### src/design/t4t_pkg.sv
// t4t_pkg: types and fixed codes of the type 4 tag responder
// no dependencies; imported by type4_tag_apdu_responder

package t4t_pkg;

    typedef logic [7:0]  t_byte;
    typedef logic [15:0] t_word;
    typedef logic [5:0]  t_size;
    typedef logic [1:0]  t_cfg_idx;

    // register indexes of the configuration port
    localparam t_cfg_idx CFG_CAP_SIZE  = 2'd0;
    localparam t_cfg_idx CFG_NDEF_SIZE = 2'd1;
    localparam t_cfg_idx CFG_CAP_ID    = 2'd2;
    localparam t_cfg_idx CFG_NDEF_ID   = 2'd3;

    // register reset values
    localparam t_size RST_CAP_SIZE  = 6'd15;
    localparam t_size RST_NDEF_SIZE = 6'd49;
    localparam t_word RST_CAP_ID    = 16'hE103;
    localparam t_word RST_NDEF_ID   = 16'hE104;

    // longest data part of one response
    localparam int MAX_DATA = 62;

    // action codes
    localparam logic ACT_LOAD    = 1'b0;
    localparam logic ACT_COMMAND = 1'b1;

    // selection codes
    localparam logic [1:0] SEL_NONE = 2'd0;
    localparam logic [1:0] SEL_CAP  = 2'd1;
    localparam logic [1:0] SEL_NDEF = 2'd2;

    // command header codes
    localparam t_byte CLA_ISO      = 8'h00;
    localparam t_byte INS_SELECT   = 8'hA4;
    localparam t_byte INS_READ     = 8'hB0;
    localparam t_byte P1_BY_NAME   = 8'h04;
    localparam t_byte P1_BY_ID     = 8'h00;
    localparam t_byte P2_BY_NAME   = 8'h00;
    localparam t_byte P2_FIRST     = 8'h0C;

    // status words
    localparam t_byte SW1_OK       = 8'h90;
    localparam t_byte SW2_OK       = 8'h00;
    localparam t_byte SW1_NOT_FND  = 8'h6A;
    localparam t_byte SW2_NOT_FND  = 8'h82;
    localparam t_byte SW1_BAD_INS  = 8'h68;
    localparam t_byte SW2_BAD_INS  = 8'h00;

endpackage

### src/design/type4_tag_apdu_responder.sv
// type4_tag_apdu_responder: type 4 tag card-emulation responder, top level
// holds the file store, the configuration registers and the response sequencer
// depends on t4t_pkg

// A request either loads one byte into the capability or NDEF file (accepted
// without a response) or presents a command header. A command is answered one
// byte per response beat: data bytes of a read binary, then the two status
// bytes, the second one flagged last. A read binary returns n data bytes, 0 to
// 62; a select or an error returns only the status bytes. The pace is one byte
// per cycle while the sink is ready, set by the address counter that steps
// the registered read port of the file store; the input stays not ready until
// the last status byte has been loaded into the output register. Output stalls
// hold the sequencer without losing bytes.

module type4_tag_apdu_responder #(
    parameter int FILE_BYTES = 64
) (
    input  logic              i_clk,
    input  logic              i_rst_n,
    // configuration writes
    input  logic              i_cfg_we,
    input  t4t_pkg::t_cfg_idx i_cfg_idx,
    input  t4t_pkg::t_word    i_cfg_data,
    // request channel
    input  logic              i_valid,
    output logic              o_ready,
    input  logic              i_action,
    input  t4t_pkg::t_byte    i_cls_byte,
    input  t4t_pkg::t_byte    i_ins_byte,
    input  t4t_pkg::t_byte    i_p1_byte,
    input  t4t_pkg::t_byte    i_p2_byte,
    input  t4t_pkg::t_byte    i_p3_byte,
    input  t4t_pkg::t_byte    i_id_high,
    input  t4t_pkg::t_byte    i_id_low,
    input  logic              i_load_file,
    input  t4t_pkg::t_size    i_load_addr,
    input  t4t_pkg::t_byte    i_load_value,
    // response channel
    output logic              o_valid,
    input  logic              i_ready,
    output t4t_pkg::t_byte    o_resp_byte,
    output logic              o_last,
    output logic              o_delivered
);
    import t4t_pkg::*;

    localparam int DEPTH    = 2 * FILE_BYTES;
    localparam int AW       = $clog2(DEPTH);
    localparam int SIZE_CAP = (FILE_BYTES < MAX_DATA) ? FILE_BYTES : MAX_DATA;

    localparam logic [1:0] S_IDLE = 2'd0;
    localparam logic [1:0] S_DATA = 2'd1;
    localparam logic [1:0] S_SW1  = 2'd2;
    localparam logic [1:0] S_SW2  = 2'd3;

    // configuration registers
    t_size r_cap_size;
    t_size r_ndef_size;
    t_word r_cap_id;
    t_word r_ndef_id;

    // file store
    t_byte r_mem [0:DEPTH-1];
    t_byte r_rd_data;

    // sequencer
    logic [1:0]    r_state,  n_state;
    logic [1:0]    r_sel,    n_sel;
    logic [AW-1:0] r_addr,   n_addr;
    t_size         r_cnt,    n_cnt;
    t_byte         r_sw1,    n_sw1;
    t_byte         r_sw2,    n_sw2;
    logic          r_dlv,    n_dlv;

    // output register
    logic  r_out_valid, n_out_valid;
    t_byte r_out_byte,  n_out_byte;
    logic  r_out_last,  n_out_last;
    logic  r_out_dlv,   n_out_dlv;

    logic          accept;
    logic          out_free;
    logic          is_by_name;
    logic          is_by_id;
    logic          is_read;
    t_word         file_id;
    t_word         offset;
    t_size         raw_size;
    t_size         eff_size;
    t_size         remain;
    t_size         n_bytes;
    logic          reach_end;
    logic [AW-1:0] base;
    logic [AW-1:0] wr_addr;
    logic          wr_en;

    assign o_ready = (r_state == S_IDLE);
    assign accept  = i_valid && o_ready;
    assign out_free = !r_out_valid || i_ready;

    assign is_by_name = (i_cls_byte == CLA_ISO) && (i_ins_byte == INS_SELECT)
                        && (i_p1_byte == P1_BY_NAME) && (i_p2_byte == P2_BY_NAME);
    assign is_by_id   = (i_cls_byte == CLA_ISO) && (i_ins_byte == INS_SELECT)
                        && (i_p1_byte == P1_BY_ID) && (i_p2_byte == P2_FIRST);
    assign is_read    = (i_cls_byte == CLA_ISO) && (i_ins_byte == INS_READ);
    assign file_id    = {i_id_high, i_id_low};
    assign offset     = {i_p1_byte, i_p2_byte};

    // effective file size, saturated at the store and at the data limit
    assign raw_size  = (r_sel == SEL_NDEF) ? r_ndef_size : r_cap_size;
    assign eff_size  = (raw_size > 6'(SIZE_CAP)) ? 6'(SIZE_CAP) : raw_size;
    assign remain    = eff_size - i_p2_byte[5:0];
    assign n_bytes   = (i_p3_byte < {2'b00, remain}) ? i_p3_byte[5:0] : remain;
    assign reach_end = (i_p3_byte >= {2'b00, remain});
    assign base      = (r_sel == SEL_NDEF) ? AW'(FILE_BYTES) : '0;

    // load path
    assign wr_en   = accept && (i_action == ACT_LOAD)
                     && ({1'b0, i_load_addr} < 7'(FILE_BYTES));
    assign wr_addr = (i_load_file ? AW'(FILE_BYTES) : '0) + AW'(i_load_addr);

    always_comb begin
        n_state     = r_state;
        n_sel       = r_sel;
        n_addr      = r_addr;
        n_cnt       = r_cnt;
        n_sw1       = r_sw1;
        n_sw2       = r_sw2;
        n_dlv       = r_dlv;
        n_out_valid = r_out_valid && !i_ready;
        n_out_byte  = r_out_byte;
        n_out_last  = r_out_last;
        n_out_dlv   = r_out_dlv;

        case (r_state)
            S_IDLE: begin
                if (accept && (i_action == ACT_COMMAND)) begin
                    n_state = S_SW1;
                    n_dlv   = 1'b0;
                    n_sw1   = SW1_OK;
                    n_sw2   = SW2_OK;
                    if (is_by_name) begin
                        n_sw1 = SW1_OK;
                    end else if (is_by_id) begin
                        if (file_id == r_cap_id) begin
                            n_sel = SEL_CAP;
                        end else if (file_id == r_ndef_id) begin
                            n_sel = SEL_NDEF;
                        end
                    end else if (is_read) begin
                        if ((r_sel == SEL_NONE) || (offset >= 16'(eff_size))) begin
                            n_sw1 = SW1_NOT_FND;
                            n_sw2 = SW2_NOT_FND;
                        end else begin
                            n_dlv  = (r_sel == SEL_NDEF) && reach_end;
                            n_addr = base + AW'(i_p2_byte[5:0]);
                            n_cnt  = n_bytes;
                            if (n_bytes != '0) begin
                                n_state = S_DATA;
                            end
                        end
                    end else begin
                        n_sw1 = SW1_BAD_INS;
                        n_sw2 = SW2_BAD_INS;
                    end
                end
            end
            S_DATA: begin
                if (out_free) begin
                    n_out_valid = 1'b1;
                    n_out_byte  = r_rd_data;
                    n_out_last  = 1'b0;
                    n_out_dlv   = r_dlv;
                    n_addr      = r_addr + AW'(1);
                    n_cnt       = r_cnt - 6'd1;
                    if (r_cnt == 6'd1) begin
                        n_state = S_SW1;
                    end
                end
            end
            S_SW1: begin
                if (out_free) begin
                    n_out_valid = 1'b1;
                    n_out_byte  = r_sw1;
                    n_out_last  = 1'b0;
                    n_out_dlv   = r_dlv;
                    n_state     = S_SW2;
                end
            end
            S_SW2: begin
                if (out_free) begin
                    n_out_valid = 1'b1;
                    n_out_byte  = r_sw2;
                    n_out_last  = 1'b1;
                    n_out_dlv   = r_dlv;
                    n_state     = S_IDLE;
                end
            end
            default: begin
                n_state = S_IDLE;
            end
        endcase
    end

    // store write and registered read at the next address
    always_ff @(posedge i_clk) begin
        if (wr_en) begin
            r_mem[wr_addr] <= i_load_value;
        end
        r_rd_data <= r_mem[n_addr];
    end

    // control state
    always_ff @(posedge i_clk) begin
        if (!i_rst_n) begin
            r_state     <= S_IDLE;
            r_sel       <= SEL_NONE;
            r_out_valid <= 1'b0;
            r_cap_size  <= RST_CAP_SIZE;
            r_ndef_size <= RST_NDEF_SIZE;
            r_cap_id    <= RST_CAP_ID;
            r_ndef_id   <= RST_NDEF_ID;
        end else begin
            r_state     <= n_state;
            r_sel       <= n_sel;
            r_out_valid <= n_out_valid;
            if (i_cfg_we) begin
                case (i_cfg_idx)
                    CFG_CAP_SIZE:  r_cap_size  <= i_cfg_data[5:0];
                    CFG_NDEF_SIZE: r_ndef_size <= i_cfg_data[5:0];
                    CFG_CAP_ID:    r_cap_id    <= i_cfg_data;
                    CFG_NDEF_ID:   r_ndef_id   <= i_cfg_data;
                    default: begin
                        r_cap_id <= r_cap_id;
                    end
                endcase
            end
        end
    end

    // payload
    always_ff @(posedge i_clk) begin
        r_addr     <= n_addr;
        r_cnt      <= n_cnt;
        r_sw1      <= n_sw1;
        r_sw2      <= n_sw2;
        r_dlv      <= n_dlv;
        r_out_byte <= n_out_byte;
        r_out_last <= n_out_last;
        r_out_dlv  <= n_out_dlv;
    end

    assign o_valid     = r_out_valid;
    assign o_resp_byte = r_out_byte;
    assign o_last      = r_out_last;
    assign o_delivered = r_out_dlv;

endmodule

### config.mk
export PLATFORM = sky130hd
export DESIGN_NAME = type4_tag_apdu_responder
export DESIGN_NICKNAME = d
export VERILOG_FILES = /design/src/design/t4t_pkg.sv /design/src/design/type4_tag_apdu_responder.sv
export SDC_FILE = /design/constraint.sdc
export NUM_CORES = 1
export LEC_CHECK = 0
export BUFFER_PORTS_ARGS = -buffer_cell sky130_fd_sc_hd__buf_2
export CELL_PAD_IN_SITES_DETAIL_PLACEMENT = 1
export CELL_PAD_IN_SITES_GLOBAL_PLACEMENT = 1
export CORE_AREA = 2 2 300 302
export CTS_CLUSTER_DIAMETER = 120
export DETAILED_ROUTE_END_ITERATION = 6
export DIE_AREA = 0 0 302 304
export PLACE_DENSITY = 0.79
export REMOVE_ABC_BUFFERS = 1
export SLEW_MARGIN = 20
export SYNTH_ARGS = -nofsm -noshare
export SYNTH_HDL_FRONTEND = slang
export SYNTH_SLANG_ARGS = --single-unit
### constraint.sdc
create_clock -name i_clk -period 5.35 [get_ports i_clk]
set_input_delay 0.2675 -clock i_clk [delete_from_list [all_inputs] [get_ports i_clk]]
set_output_delay 0.2675 -clock i_clk [all_outputs]
set_load 0.05 [all_outputs]
# Yosys cells after proc, flatten, opt, wreduce, memory -nomap -nowiden

Memories as Yosys holds them, arrays and structs flattened. A register that Yosys moved wholly into a read port is not among the register bits.
Cells that the tools add are included.

Bits in registers: 89
Bits in latches: 0
RAM bits: 1024
Memory bits (read-only): 0
Bits of input ports: 95
Output and inout port bits: 12
Memories kept: 1

Add/sub/neg operators: 5
$mul: 0
Div/mod/pow operators: 0
$lt $le $gt $ge: 4
Equal/unequal tests: 24
Shifts and indexed selects: 0
Mux-type cells: 46
Bitwise gates (word level): 3
Reduce and logical (&&, ||, !) cells: 42

Memories:

| name  | words | width | rd ports | clocked after memory_dff | write ports | RTL line                       | RTL |
|---|---|---|---|---|---|---|---|
| r_mem | 128   | 8     | 1        | 1                        | 1           | type4_tag_apdu_responder.sv:63 | `t_byte r_mem [0:DEPTH-1];` |

Operators by type and width:

| kind                                                             | number |
|---|---|
| 7-bit 2-to-1 mux                                                 | 8 |
| 6-bit 2-to-1 mux                                                 | 9 |
| 8-bit 2-to-1 mux                                                 | 6 |
| 16-bit == test                                                   | 2 |
| 8-bit zero test                                                  | 3 |
| 2-bit 2-to-1 mux                                                 | 12 |
| 8-bit one-hot mux with 3 select lines                            | 1 |
| 8-bit == test (second input constant)                            | 2 |
| 16-bit by 6-bit >= comparator with 1-bit output                  | 1 |
| 7-bit by 6-bit adder with 7-bit output                           | 2 |
| 2-bit != test (second input constant)                            | 7 |
| 7-bit one-hot mux with 2 select lines                            | 1 |
| 6-bit one-hot mux with 2 select lines                            | 1 |
| 2-bit AND reduction                                              | 6 |
| 1-bit logical AND                                                | 11 |
| 2-bit == test (second input constant)                            | 5 |
| 5-bit AND reduction                                              | 2 |
| 8-bit by 3-bit == test with 1-bit output (second input constant) | 1 |
| 8-bit by 4-bit == test with 1-bit output (second input constant) | 1 |
| 8-bit by 6-bit >= comparator with 1-bit output                   | 1 |
| 8-bit by 6-bit < comparator with 1-bit output                    | 1 |
| 2-bit one-hot mux with 4 select lines                            | 1 |
| 7-bit by 1-bit adder with 7-bit output (second input constant)   | 1 |
| 7-bit AND reduction                                              | 1 |
| 20 further kinds                                                 | 38 |

# Depth between registers and ports, before layout

Word-level depth: 15
Gate-level depth with buffers: 22
Mapped depth without buffers: 19

# Worst setup path after synthesis

No wires, ideal clock.

Kind: register -> register
Start: register r_sel[0]
End: register r_rd_data[5], read port of r_mem
Library setup time: 0.116 ns
Arrival: 4.170 ns
Required time: 5.234 ns
Setup slack: 1.063 ns
Cell stages (with the launch flop): 21
Path buffers: 3
Cells stage by stage: dfxtp_1 nand2b_1 clkbuf_1 mux2i_1 nor2_1 a31o_2 inv_1 ha_1 nand2b_1 a31oi_1 o2111a_2 a222oi_1 and2_2 inv_2 buf_2 clkbuf_1 nand2_1 a22oi_1 a2111oi_0 nand4_1 o211a_1

Longest elaborated chain between the ends: 12

RTL lines:

| element                                         | RTL line                                                         | RTL |
|---|---|---|
| from (decl)                                     | type4_tag_apdu_responder.sv:68                                   | `logic [1:0] r_sel, n_sel;` |
| from (signal assigned)                          | type4_tag_apdu_responder.sv:225                                  | `r_sel <= n_sel;` |
| 2-bit == test                                   | type4_tag_apdu_responder.sv:110, type4_tag_apdu_responder.sv:115 |  |
| 6-bit 2-to-1 mux                                | type4_tag_apdu_responder.sv:110                                  | `assign raw_size = (r_sel == SEL_NDEF) ? r_ndef_size : r_cap_size;` |
| 6-bit greater-than comparator                   | type4_tag_apdu_responder.sv:111                                  | `assign eff_size = (raw_size > 6'(SIZE_CAP)) ? 6'(SIZE_CAP) : raw_size;` |
| 6-bit 2-to-1 mux                                | type4_tag_apdu_responder.sv:111                                  |  |
| 16-bit by 6-bit >= comparator with 1-bit output | type4_tag_apdu_responder.sv:151                                  | `if ((r_sel == SEL_NONE) \|\| (offset >= 16'(eff_size))) begin` |
| 1-bit logical OR                                | type4_tag_apdu_responder.sv:151                                  |  |
| 7-bit 2-to-1 mux (*)                            | type4_tag_apdu_responder.sv:151                                  |  |
| 7-bit 2-to-1 mux (*)                            | type4_tag_apdu_responder.sv:150                                  | `end else if (is_read) begin` |
| 7-bit 2-to-1 mux (*)                            | type4_tag_apdu_responder.sv:144                                  | `end else if (is_by_id) begin` |
| 7-bit 2-to-1 mux (*)                            | type4_tag_apdu_responder.sv:142                                  | `if (is_by_name) begin` |
| 7-bit 2-to-1 mux (*)                            | type4_tag_apdu_responder.sv:137                                  | `if (accept && (i_action == ACT_COMMAND)) begin` |
| 7-bit one-hot mux with 2 select lines (*)       | type4_tag_apdu_responder.sv:135                                  | `case (r_state)` |
| to (decl)                                       | type4_tag_apdu_responder.sv:64                                   | `t_byte r_rd_data;` |

Mark *: on every way between the ends. The rest lies on a longest branch, timed or not.
A chain may end at the register's enable or synchronous reset.

# Final worst setup path

Start: register r_sel[0]
End: register r_rd_data[1], read port of r_mem

Same word-level chain as after synthesis.

==> results.yml <==
timing:
  grt_setup_unrepaired: "true"
  report.final.setup_viol: 0
  tmin_final_ns: 5.19
  max-slew-margin-rel_pct: 28.8
  hold_viol_final: 0
  timing_worst_slew_pin_value_ns: 1.07
  period_share_pct: 97.0
  clock.fmax_mhz: 193
  report.final.slew_viol_count: 0
  worst_clock_skew_ns: 0.0317
yosys:
  synth.ff_latch_count: 1108
  synth-async-reset-ratio_pct: 0
  synth_top_cell_by_area: "edfxtp_1"
  synth_top_family_by_area: "simple AND/OR/NAND/NOR gates"
  dominantRegCellSynth: "edfxtp_1"
  yosys_warnings: 0
  synth.cell_area_um2: 45700
  synthDominantCellAreaShare_pct: 68.6
  synthCells: 3430
  seq_area_frac_synth_pct: 71.4
  synth-edff-count: 1044
  synth.area.mux_share_pct: 1.06
  synth.area.top_cells: "edfxtp_1, nand2_1, a211oi_1"
  netlist-cell-type-count: 69
  synth-compound-area-share_pct: 11.5
  simple_gate_fraction_of_synth_area_pct: 12.0
  synth_adder_area_share_pct: 0.701
  avgSynthCellArea_um2: 13.3
  post_synth_xor_area_fraction_pct: 0.825
min_path:
  worst_hold_path_type: "in -> reg"
global_routing:
  globalRouteOverflowTotal: 0
  gr-usage-all-layers_pct: 32.0
  number_of_antenna_violations_at_the_first_check_in_global_routing: 9
  grt_pass1_vias: 33300
  grt_max_degree: 98
  wire_length_of_the_first_global_routing_pass_um: 218000
finish:
  commonest_cells_after_routing_fill_and_taps_aside: "edfxtp_1, nand2_1, a211oi_1"
  drive_gt1_share_pct: 12.0
  finish.net_count: 3676
  mostFrequentLayoutCell: "edfxtp_1"
  finish.utilization_pct: 58.2
  finish.instance_area_um2: 51900
  fillcell_total: 8583
  layout-area-overhead-vs-synth_pct: 13.5
routing:
  viasPerCell: 6.64
  antenna_left: 0
  routed_wire_length_per_instance_um: 31.0
  detail_route.first_pass.iterations: 5
  via_count: 32000
  number_of_drc_markers_after_the_initial_detailed_route_iteration: 3913
  residual_drc_count: 0
  postRouteWirelength_um: 149000
critical_path:
  worstPathMaxFanout: 11
  critPathCaptureType: "flip-flop"
  regToRegSetupSlack_ns: 0.16
  crit_type: "reg -> reg"
  critPathRequiredTime_ns: 5.94
  timing.critical_path.arrival_ns: 5.77
  start_kind: "flip-flop"
clock_tree:
  max-clock-path-buffers: 3
  insertion_delay_ns: 0.71
  tritoncts_num_sinks: 1108
  htree_num_levels: 3
  cts_made_buffers: 111
  cts_tree: "done"
  clock-root-buffer: "clkbuf_16"
  clk_transition_reported_paths_ns: 0.07
placed_design:
  place.port_buffers: 106
  post_place_cell_area_um2: 47900
  dpl.hpwl_um: 90000
  placer_s_final_routability_congestion_estimate: 0.935
power:
  vdd_ir_drop_max_uv: 567
  powerDensity_nw_per_um2: 606
  power_leakage_uw: 0.0175
die:
  coreArea_um2: 89000
  placementRows: 110
  die-width_um: 302
  ioPinCount: 107
  dieHeight_um: 304
  dieArea_um2: 91800
  initial_core_util_pct: 51.3
run_status:
  result_of_the_run: "finished, final reports clean"
flow_run:
  max_cap_violations: 0
==> through the flow <==
step	total power (uW)	hold slack, ns	std cells	setup TNS (ns)	worst slack (ns)
finish	31400	0.0253	4823	0	0.162
global route	32400	0.0785	4822	-0.106	-0.0593
CTS	30900	0.0168	4819	0	0.0523
detailed placement	22900	0.411	4592	-1.99	-0.338
global placement	22300	0.409	4592	-1.32	-0.223
floorplan	16700	0.329	3196	-136.32	-14.83
==> where the power goes <==
part | total [uW] | switching (uW) | internal [uW]
clock network | 7580 | 3340 | 4240
registers | 9880 | 178 | 9700
logic | 14000 | 9710 | 4280
==> kinds of logic (layout without fill, tap and decap cells) <==
kind of cell               Yosys count  in the layout
adders and majority gates           25             25
AOI/OAI and AO/OA                  757            757
and+or+nand+nor                   1184           1184
buffers and inverters              265            480
muxes                               48             48
other                                0              2
DFF                               1108           1108
xor gates and xnor gates            43             43
==> cells in the mapped netlist (all sizes together) (3+ instances only) <==
cell type / instances
clkbuf: 156
a22o: 6
a31oi: 34
a311o: 8
nor4: 21
o211ai: 14
nand4: 44
a211o: 4
nor2: 177
mux2: 4
nor4b: 4
and3: 233
or4: 4
xnor2: 40
nor2b: 15
a22oi: 43
dfxtp: 64
edfxtp: 1044
a32oi: 17
buf: 78
a2111oi: 23
or3: 5
ha: 24
a21o: 4
nor3: 20
o21ai: 66
mux2i: 44
nand2: 548
nand2b: 7
a311oi: 31
xor2: 3
or2: 4
o211a: 11
o22ai: 15
nand3: 91
o2111ai: 17
inv: 31
and2: 5
a21boi: 14
o31ai: 8
a21oi: 167
a211oi: 261
==> final timing paths <==
| kind | cells past startpoint | endpoint | start |
|---|---|---|---|
| setup / recovery | 18 | r_rd_data[1] | r_sel[0] |
| hold / removal | 3 | r_cnt[5] | i_p3_byte[5] |
| setup reg to reg | 18 | r_rd_data[1] | r_sel[0] |
| hold reg to reg | 0 | o_delivered | r_dlv |
==> per-layer routing <==
| metal | global-route usage (%) | wire [um] | vias to the layer above |
|---|---|---|---|
| li1 | - | - | 13400 |
| met1 | 41.7 | 56700 | 16300 |
| met2 | 51.8 | 71800 | 1878 |
| met3 | 6.06 | 13700 | 404 |
| met4 | 15.3 | 7160 | 8 |
| met5 | 0 | 49 | - |
==> worst max-delay path: stages, from the launching register on <==
cell and delay [ns]:
dfxtp_1 0.34, nand2b_2 0.27, mux2i_2 0.32, nor2_1 0.09, a31o_2 0.25, inv_1 0.06
ha_1 0.24, nand2b_1 0.16, a31oi_1 0.22, o2111ai_1 0.16, buf_4 0.23, o21ai_0 0.49
o211a_1 0.53, nand3_1 0.41, buf_4 0.33, o31ai_1 0.51, a2111oi_0 0.16, buf_4 0.20
o211a_1 0.11
==> registers in the layout, indices dropped and copies added, names as in the netlist, 2 cells and up <==
register	cells
r_state	2
r_rd_data	8
r_sw1	2
r_cap_size	6
r_mem	1024
r_sel	2
r_cap_id	16
r_cnt	6
r_ndef_id	16
r_addr	7
r_ndef_size	6
o_resp_byte	8
==> area by class of cell <==
cell class,instances,area [um2],area share [%]
clock buffers,142,3010,5.80
repair buffers,247,2020,3.90
clock inverters,60,465,0.898
diodes,2,5.00,0.00965
multi-input cells,2057,12100,23.4
inverters,31,134,0.258
well taps,1176,1470,2.84
flip-flops and latches,1108,32600,62.9
==> repair_timing <==
action | in CTS | in global routing
gates cloned | 2 | 2
resized for setup | 9 | 34
endpoints found under the setup margin | 8 | 8
setup buffers | 1 | 0
pin swaps | 1 | 0
endpoints found under the hold margin | 46 | 0
hold buffers | 22 | 0
No activity file was read; power rests on OpenSTA's default activity.
